[src/ptt_pkg.sv]
package ptt_pkg;

  localparam int MAX_TIMERS_DEF = 16;
  localparam int MAX_RESULTS    = 16;
  localparam int NF_W           = $clog2(MAX_RESULTS + 1);

  typedef enum logic [1:0] {
    CMD_CREATE = 2'd0,
    CMD_DELETE = 2'd1,
    CMD_TICK   = 2'd2,
    CMD_CLEAR  = 2'd3
  } cmd_t;

  typedef enum logic [2:0] {
    K_CREATED  = 3'd0,
    K_REJECTED = 3'd1,
    K_DELETED  = 3'd2,
    K_NOTFOUND = 3'd3,
    K_FIRED    = 3'd4,
    K_NONEDUE  = 3'd5,
    K_EMPTY    = 3'd6,
    K_CLEARED  = 3'd7
  } kind_t;

  typedef struct packed {
    logic [31:0] id;
    logic [31:0] period;
    logic [31:0] last_fire;
    logic [31:0] param;
  } entry_t;

  typedef struct packed {
    logic rot;
    logic drop;
    logic load;
  } ctl_t;

  typedef struct packed {
    logic shift;
    logic wrap;
    logic load;
  } cell_ctl_t;

endpackage

[src/ptt_cell.sv]
module ptt_cell (
  input  logic               clk,
  input  ptt_pkg::cell_ctl_t ctl,
  input  ptt_pkg::entry_t    right,
  input  ptt_pkg::entry_t    head,
  input  ptt_pkg::entry_t    new_e,
  output ptt_pkg::entry_t    q
);

  ptt_pkg::entry_t ent_r;
  ptt_pkg::entry_t ent_nxt;

  always_comb begin
    priority if (ctl.load) begin
      ent_nxt = new_e;
    end else if (ctl.wrap) begin
      ent_nxt = head;
    end else if (ctl.shift) begin
      ent_nxt = right;
    end else begin
      ent_nxt = ent_r;
    end
  end

  always_ff @(posedge clk) begin
    ent_r <= ent_nxt;
  end

  assign q = ent_r;

endmodule

[src/ptt_ctrl.sv]
module ptt_ctrl #(
  parameter int MAX_TIMERS = ptt_pkg::MAX_TIMERS_DEF,
  parameter int CW         = $clog2(MAX_TIMERS + 1)
) (
  input  logic                  clk,
  input  logic                  rst_n,
  input  logic                  in_tvalid,
  output logic                  in_tready,
  input  ptt_pkg::cmd_t         cmd,
  input  logic [31:0]           now_ms,
  input  logic [31:0]           period_ms,
  input  logic signed [31:0]    user_param,
  input  logic [31:0]           target_id,
  output logic                  out_tvalid,
  input  logic                  out_tready,
  output ptt_pkg::kind_t        kind,
  output logic [31:0]           timer_id,
  output logic signed [31:0]    fired_param,
  output logic                  last,
  input  ptt_pkg::entry_t       head,
  output ptt_pkg::entry_t       head_new,
  output ptt_pkg::entry_t       new_e,
  output ptt_pkg::ctl_t         ctl,
  output logic [CW-1:0]         count
);

  typedef enum logic {ST_IDLE, ST_WALK} state_t;

  state_t                     state_r, state_nxt;
  logic                       op_tick_r, op_tick_nxt;
  logic [31:0]                now_r, now_nxt;
  logic [31:0]                tgt_r, tgt_nxt;
  logic [CW-1:0]              k_r, k_nxt;
  logic [CW-1:0]              len_r, len_nxt;
  logic [CW-1:0]              count_r, count_nxt;
  logic                       found_r, found_nxt;
  logic [ptt_pkg::NF_W-1:0]   nfired_r, nfired_nxt;
  logic                       pend_v_r, pend_v_nxt;
  logic [31:0]                pend_id_r, pend_id_nxt;
  logic [31:0]                pend_param_r, pend_param_nxt;
  logic                       out_valid_r, out_valid_nxt;
  ptt_pkg::kind_t             out_kind_r, out_kind_nxt;
  logic [31:0]                out_id_r, out_id_nxt;
  logic [31:0]                out_param_r, out_param_nxt;
  logic                       out_last_r, out_last_nxt;
  logic                       out_free;
  logic                       due;
  logic                       match;

  assign out_free  = !out_valid_r || out_tready;
  assign in_tready = (state_r == ST_IDLE) && out_free;
  assign due       = ((now_r - head.last_fire) >= head.period) &&
                     (nfired_r < ptt_pkg::NF_W'(ptt_pkg::MAX_RESULTS));
  assign match     = (head.id == tgt_r) && !found_r;

  always_comb begin
    new_e.id        = now_ms;
    new_e.period    = period_ms;
    new_e.last_fire = now_ms;
    new_e.param     = user_param;
    head_new        = head;
    if (op_tick_r && due) begin
      head_new.last_fire = now_r;
    end
  end

  always_comb begin
    state_nxt      = state_r;
    op_tick_nxt    = op_tick_r;
    now_nxt        = now_r;
    tgt_nxt        = tgt_r;
    k_nxt          = k_r;
    len_nxt        = len_r;
    count_nxt      = count_r;
    found_nxt      = found_r;
    nfired_nxt     = nfired_r;
    pend_v_nxt     = pend_v_r;
    pend_id_nxt    = pend_id_r;
    pend_param_nxt = pend_param_r;
    out_valid_nxt  = out_valid_r && !out_tready;
    out_kind_nxt   = out_kind_r;
    out_id_nxt     = out_id_r;
    out_param_nxt  = out_param_r;
    out_last_nxt   = out_last_r;
    ctl            = '0;

    unique case (state_r)
      ST_IDLE: begin
        if (in_tvalid && in_tready) begin
          now_nxt     = now_ms;
          tgt_nxt     = target_id;
          op_tick_nxt = (cmd == ptt_pkg::CMD_TICK);
          k_nxt       = '0;
          len_nxt     = count_r;
          found_nxt   = 1'b0;
          nfired_nxt  = '0;
          pend_v_nxt  = 1'b0;
          out_id_nxt    = '0;
          out_param_nxt = '0;
          out_last_nxt  = 1'b1;
          unique case (cmd)
            ptt_pkg::CMD_CREATE: begin
              out_valid_nxt = 1'b1;
              if (period_ms == '0 || count_r == CW'(MAX_TIMERS)) begin
                out_kind_nxt = ptt_pkg::K_REJECTED;
              end else begin
                ctl.load     = 1'b1;
                count_nxt    = count_r + CW'(1);
                out_kind_nxt = ptt_pkg::K_CREATED;
                out_id_nxt   = now_ms;
              end
            end
            ptt_pkg::CMD_DELETE: begin
              state_nxt = ST_WALK;
            end
            ptt_pkg::CMD_TICK: begin
              if (count_r == '0) begin
                out_valid_nxt = 1'b1;
                out_kind_nxt  = ptt_pkg::K_EMPTY;
              end else begin
                state_nxt = ST_WALK;
              end
            end
            ptt_pkg::CMD_CLEAR: begin
              count_nxt     = '0;
              out_valid_nxt = 1'b1;
              out_kind_nxt  = ptt_pkg::K_CLEARED;
            end
            default: begin
              state_nxt = ST_IDLE;
            end
          endcase
        end
      end
      ST_WALK: begin
        if (k_r != len_r) begin
          if (op_tick_r) begin
            if (!due) begin
              ctl.rot = 1'b1;
              k_nxt   = k_r + CW'(1);
            end else if (!pend_v_r || out_free) begin
              ctl.rot = 1'b1;
              k_nxt   = k_r + CW'(1);
              if (pend_v_r) begin
                out_valid_nxt = 1'b1;
                out_kind_nxt  = ptt_pkg::K_FIRED;
                out_id_nxt    = pend_id_r;
                out_param_nxt = pend_param_r;
                out_last_nxt  = 1'b0;
              end
              pend_v_nxt     = 1'b1;
              pend_id_nxt    = head.id;
              pend_param_nxt = head.param;
              nfired_nxt     = nfired_r + ptt_pkg::NF_W'(1);
            end
          end else begin
            ctl.rot = 1'b1;
            k_nxt   = k_r + CW'(1);
            if (match) begin
              ctl.drop  = 1'b1;
              found_nxt = 1'b1;
              count_nxt = count_r - CW'(1);
            end
          end
        end else if (out_free) begin
          state_nxt     = ST_IDLE;
          out_valid_nxt = 1'b1;
          out_last_nxt  = 1'b1;
          out_id_nxt    = '0;
          out_param_nxt = '0;
          pend_v_nxt    = 1'b0;
          if (op_tick_r) begin
            if (pend_v_r) begin
              out_kind_nxt  = ptt_pkg::K_FIRED;
              out_id_nxt    = pend_id_r;
              out_param_nxt = pend_param_r;
            end else begin
              out_kind_nxt = ptt_pkg::K_NONEDUE;
            end
          end else if (found_r) begin
            out_kind_nxt = ptt_pkg::K_DELETED;
            out_id_nxt   = tgt_r;
          end else begin
            out_kind_nxt = ptt_pkg::K_NOTFOUND;
          end
        end
      end
      default: begin
        state_nxt = ST_IDLE;
      end
    endcase
  end

  always_ff @(posedge clk) begin
    if (!rst_n) begin
      state_r     <= ST_IDLE;
      count_r     <= '0;
      out_valid_r <= 1'b0;
      pend_v_r    <= 1'b0;
    end else begin
      state_r     <= state_nxt;
      count_r     <= count_nxt;
      out_valid_r <= out_valid_nxt;
      pend_v_r    <= pend_v_nxt;
    end
    op_tick_r    <= op_tick_nxt;
    now_r        <= now_nxt;
    tgt_r        <= tgt_nxt;
    k_r          <= k_nxt;
    len_r        <= len_nxt;
    found_r      <= found_nxt;
    nfired_r     <= nfired_nxt;
    pend_id_r    <= pend_id_nxt;
    pend_param_r <= pend_param_nxt;
    out_kind_r   <= out_kind_nxt;
    out_id_r     <= out_id_nxt;
    out_param_r  <= out_param_nxt;
    out_last_r   <= out_last_nxt;
  end

  assign out_tvalid  = out_valid_r;
  assign kind        = out_kind_r;
  assign timer_id    = out_id_r;
  assign fired_param = out_param_r;
  assign last        = out_last_r;
  assign count       = count_r;

endmodule

[src/periodic_timer_table.sv]
// Periodic timer table: up to MAX_TIMERS timers held in a row of cells, in
// creation order.
// Input channel in_*: in_tuser carries the command (create, delete by id,
// tick, clear); in_tdata carries the time, period, user value and target id.
// Result channel out_*: out_tuser the result kind, out_tdata the timer id and
// parameter, out_tlast on the final result of each input item.
// Create, clear and a tick on an empty table give their single result in the
// cycle after the item is accepted.
// Delete and tick rotate the cell row once around the live entries, one
// entry per cycle while no tick waits on the receiver, checking the entry
// at the head cell.
// One item is in work at a time; the next is accepted once the final result
// sits in the output register and that register can be refilled.
// A tick reports at most 16 firings; each fired result is held back until
// the next is found, so that the last one can carry out_tlast.
// When out_tready is low the rotation halts at the next firing and resumes
// as results are taken; nothing is dropped.
// Reset empties the table and clears the output; the cells keep no reset.
module periodic_timer_table #(
  parameter int MAX_TIMERS = ptt_pkg::MAX_TIMERS_DEF
) (
  input  logic         clk,
  input  logic         rst_n,
  input  logic         in_tvalid,
  output logic         in_tready,
  input  logic [127:0] in_tdata,   // now_ms, period_ms, user_param, target_id
  input  logic [1:0]   in_tuser,   // cmd
  output logic         out_tvalid,
  input  logic         out_tready,
  output logic [63:0]  out_tdata,  // timer_id, fired_param
  output logic [2:0]   out_tuser,  // kind
  output logic         out_tlast
);

  localparam int CW = $clog2(MAX_TIMERS + 1);

  ptt_pkg::entry_t   ent [MAX_TIMERS];
  ptt_pkg::entry_t   head_new;
  ptt_pkg::entry_t   new_e;
  ptt_pkg::ctl_t     ctl;
  ptt_pkg::kind_t    kind;
  logic [CW-1:0]     count;
  logic [31:0]       timer_id;
  logic signed [31:0] fired_param;

  ptt_ctrl #(
    .MAX_TIMERS (MAX_TIMERS),
    .CW         (CW)
  ) u_ctrl (
    .clk         (clk),
    .rst_n       (rst_n),
    .in_tvalid   (in_tvalid),
    .in_tready   (in_tready),
    .cmd         (ptt_pkg::cmd_t'(in_tuser)),
    .now_ms      (in_tdata[31:0]),
    .period_ms   (in_tdata[63:32]),
    .user_param  (in_tdata[95:64]),
    .target_id   (in_tdata[127:96]),
    .out_tvalid  (out_tvalid),
    .out_tready  (out_tready),
    .kind        (kind),
    .timer_id    (timer_id),
    .fired_param (fired_param),
    .last        (out_tlast),
    .head        (ent[0]),
    .head_new    (head_new),
    .new_e       (new_e),
    .ctl         (ctl),
    .count       (count)
  );

  for (genvar j = 0; j < MAX_TIMERS; j++) begin : g_cell
    ptt_pkg::cell_ctl_t cctl;
    ptt_pkg::entry_t    right;

    assign cctl.shift = ctl.rot && (CW'(j + 1) < count);
    assign cctl.wrap  = ctl.rot && !ctl.drop && (CW'(j + 1) == count);
    assign cctl.load  = ctl.load && (CW'(j) == count);

    if (j == MAX_TIMERS - 1) begin : g_tail
      assign right = ent[0];
    end else begin : g_mid
      assign right = ent[j + 1];
    end

    ptt_cell u_cell (
      .clk   (clk),
      .ctl   (cctl),
      .right (right),
      .head  (head_new),
      .new_e (new_e),
      .q     (ent[j])
    );
  end

  assign out_tdata = {fired_param, timer_id};
  assign out_tuser = kind;

endmodule

[config.mk]
export PLATFORM = sky130hd
export DESIGN_NAME = periodic_timer_table
export DESIGN_NICKNAME = d
export VERILOG_FILES = /design/src/ptt_pkg.sv /design/src/ptt_cell.sv /design/src/ptt_ctrl.sv /design/src/periodic_timer_table.sv
export SDC_FILE = /design/constraint.sdc
export NUM_CORES = 2
export LEC_CHECK = 0
export BUFFER_PORTS_ARGS = -buffer_cell sky130_fd_sc_hd__buf_2
export CORE_MARGIN = 2
export CORE_UTILIZATION = 30
export DETAILED_ROUTE_END_ITERATION = 10
export SKIP_CTS_REPAIR_TIMING = 1
export SYNTH_ARGS = -nofsm -noshare
export SYNTH_HDL_FRONTEND = slang
export SYNTH_HIERARCHICAL = 1
export SYNTH_SLANG_ARGS = --single-unit
[constraint.sdc]
create_clock -name clk -period 7.55 [get_ports clk]
set_clock_uncertainty 0.15 [all_clocks]
set_input_delay 0.3775 -clock clk [delete_from_list [all_inputs] [get_ports clk]]
set_output_delay 0.3775 -clock clk [all_outputs]
set_load 0.02 [all_outputs]
==> results.cfg <==
[clock_tree]
clockBufferDepth = 4
root_buffer = clkbuf_16
numClockSinks = 2269
clk_pin_slew_worst_paths_ns = 0.06
cts_buffers = 237
worstSkewPairLatency_ns = 0.95
cts_max_level = 4
tritoncts = done

[power_and_ir_drop]
powerDensity_nw_per_um2 = 209
finalPower_mw = 27.4
ir_drop_uv = 196
p_leak_nw = 36.5

[worst_setup_path]
ff2ff_path_depth = 20
cp_slowest_stage_delay_ns = 0.83
path_buf_inv = 2
cp.required_ns = 7.90
cp-start-kind = register
r2r_slack_ns = 0.40
slowest_stage = or3_4
reg2reg_from = g_cell[0].u_cell/q[33]
path_delay_family = compound AO/OA/AOI/OAI gates
cp-end-kind = register
worstPathArrival_ns = 7.50
worstPathMaxFanout = 47
worstReg2RegEnd = g_cell[5].u_cell/q[48]
critPathKind = register to register
crit_chain = inv_1, ha_1, nor2b_1, o31a_1, o211ai_1, a21oi_1, o311ai_2, a21boi_1, a311o_1, ha_1, a21o_1, a21o_1, a21oi_1, o221a_2, o311ai_4, a31oi_1, or3b_1, nor3_4, or3_4, buf_12

[global_route]
grt_usage = 0.176
grt_pass1_vias = 75900
grt_pass1_wl_um = 535000
grt_max_degree = 217
gr-total-overflow = 0
grt_antenna_before_repair = 27

[sta]
min_period_ns = 7.15
final_hold_viol_count = 0
relSlewSlack = 0.117
min_period_over_period = 0.947
tightest_slew_ns = 1.32
fin_tns_setup_ns = 0
final-setup-viol-count = 0
fmax_ghz = 0.140
rsz0062_at_grt = false
report.final.slew_viol_count = 0

[route]
ant_nets = 0
firstDrtPassIters = 7
post_drt_wl_per_cell_um = 23.7
drcViolationCount = 0
drt_wl_total_um = 365000
drt_iter0_drc = 9251
via_per_inst = 5.17
vias = 79700

[logic_synthesis]
syn_inst = 10200
yosysWarnings = 6
syn_nets = 10400
ys_top_cells_by_area = edfxtp_1 57%, mux2i_1 17%, o21ai_1 7.4%
synth_top_area_frac = 0.570
yosysTopAreaCell = edfxtp_1
synth_top_cells_by_count = 2261 x edfxtp_1, 2142 x nand2_1, 2050 x mux2i_1, 1760 x o21ai_1, 316 x o21ai_0
synth_ff_type = edfxtp_1
synth.distinct_cells = 70
async_flop_share = 0
yosysSeqAreaShare = 0.571
synth_edf_count = 2261
synthesis.area_sq_um = 119000
avgSynthCellArea_sq_um = 11.7
yosysMostFrequentCell = edfxtp_1
ys_ff_latch = 2269

[min_path]
holdPathStages = 1
worst_hold_startpoint = in_tdata[31]
min_path_type = primary input to register
worst_hold_path.endpoint = u_ctrl/now_r[31]

[floorplanning]
io_pins = 204
core_sq_um = 396000
rows = 231
die-area_sq_um = 402000
die-width_um = 634
die_y_um = 634
start_util = 0.301

[cells_and_area]
area_delta_synth_final_pct = 9.83
nets = 10200
drive_gt1_frac = 0.0807

[run_status]
outcome = complete, no violations

[place]
detailed_place_hpwl_um = 205000
place_congestion = 0.836
numPortBuffers = 203

[run]
cap_violations = 0
## cell families (layout without fill, tap and decap cells)
| group | count (synthesis) | after routing | share of synthesized area |
|---|---|---|---|
| buffers and inverters | 1035 | 1034 | 0.0634 |
| muxes | 2081 | 2081 | 0.176 |
| and+or+nand+nor | 2400 | 2400 | 0.0796 |
| AOI/OAI and AO/OA | 2247 | 2247 | 0.0974 |
| adders and majority gates | 73 | 73 | 0.00773 |
| other | 0 | 7 | 0 |
| DFF | 2269 | 2269 | 0.571 |
| xor gates and xnor gates | 65 | 65 | 0.00478 |
## cells in the final DEF (no fill, tap or decap), drive strengths merged, types with 51 or more instances in the layout
| cell | count |
|---|---|
| a21oi | 57 |
| nand2 | 2144 |
| xnor2 | 51 |
| nor2 | 77 |
| buf | 406 |
| dlygate4sd3 | 108 |
| edfxtp | 2261 |
| clkinv | 84 |
| ha | 72 |
| o21ai | 2076 |
| inv | 93 |
| mux2i | 2050 |
| clkbuf | 316 |
## metrics by stage
stage | utilization | instance area (sq um) | setup WS, ns | cells | hold WS [ns]
global placement | 0.309 | 122000 | 0.508 | 14900 | 0.354
floorplan | - | 119000 | 0.745 | 10200 | 0.256
detailed placement | 0.309 | 122000 | 0.457 | 14900 | 0.353
finish | 0.331 | 131000 | 0.398 | 15400 | 0.0151
CTS | 0.328 | 130000 | 0.409 | 15300 | -0.562
global route | 0.331 | 131000 | 0.0819 | 15400 | 0.00193
## registers in the layout (all words and copies together), names as in the netlist
name,count
g_cell.u_cell/q,2048
u_ctrl/count,5
u_ctrl/fired_param,32
u_ctrl/found_r,1
u_ctrl/k_r,5
u_ctrl/kind,3
u_ctrl/last,1
u_ctrl/len_r,5
u_ctrl/nfired_r,5
u_ctrl/now_r,32
u_ctrl/op_tick_r,1
u_ctrl/out_tvalid,1
u_ctrl/pend_id_r,32
u_ctrl/pend_param_r,32
u_ctrl/pend_v_r,1
u_ctrl/state_r,1
u_ctrl/tgt_r,32
u_ctrl/timer_id,32
## power breakdown
| part | total, mW | switching (mW) | leakage, nW | internal [mW] |
|---|---|---|---|---|
| combinational | 1.57 | 1.12 | 12.3 | 0.450 |
| clock | 11.7 | 5.10 | 3.63 | 6.61 |
| sequential | 14.1 | 0.186 | 20.5 | 13.9 |
| total | 27.4 | 6.40 | 36.5 | 21.0 |
## per-layer routing
metal,GRT usage,up-vias,routed length [um]
li1,-,36500,-
met1,0.240,39300,157000
met2,0.290,3356,170000
met3,0.0243,503,26600
met4,0.0505,12,10700
met5,0,-,77
## worst max-delay path by stage
stage                                 from                 endpoint  slack [ns]  cells after the start
floorplan           g_cell[0].u_cell/q[44]   g_cell[15].u_cell/q[0]        0.74                     22
global placement    g_cell[0].u_cell/q[33]   g_cell[5].u_cell/q[32]        0.51                     20
detailed placement  g_cell[0].u_cell/q[33]   g_cell[5].u_cell/q[48]        0.46                     20
CTS                 g_cell[0].u_cell/q[33]  g_cell[5].u_cell/q[115]        0.41                     20
global route        g_cell[0].u_cell/q[32]  g_cell[5].u_cell/q[115]        0.08                     23
finish              g_cell[0].u_cell/q[33]   g_cell[5].u_cell/q[48]        0.40                     20
## worst reg2reg max path, stage by stage, from the launching register on
cell,delay (ns)
edfxtp_1,0.41
inv_1,0.12
ha_1,0.23
nor2b_1,0.14
o31a_1,0.29
o211ai_1,0.33
a21oi_1,0.17
o311ai_2,0.46
a21boi_1,0.18
a311o_1,0.38
ha_1,0.30
a21o_1,0.18
a21o_1,0.17
a21oi_1,0.15
o221a_2,0.23
o311ai_4,0.19
a31oi_1,0.36
or3b_1,0.67
nor3_4,0.29
or3_4,0.83
buf_12,0.42
## layout make-up
| type | instances | area (sq um) |
|---|---|---|
| Multi-Input combinational cell | 6866 | 43900 |
| Antenna cell | 7 | 17.5 |
| Sequential cell | 2269 | 68100 |
| Inverter | 90 | 343 |
| Tap cell | 5242 | 6560 |
| Timing Repair Buffer | 514 | 4580 |
| Clock buffer | 316 | 6340 |
| Clock inverter | 114 | 1100 |
| Fill cell | 38900 | 265000 |
Power figures use the tool's default switching activity.
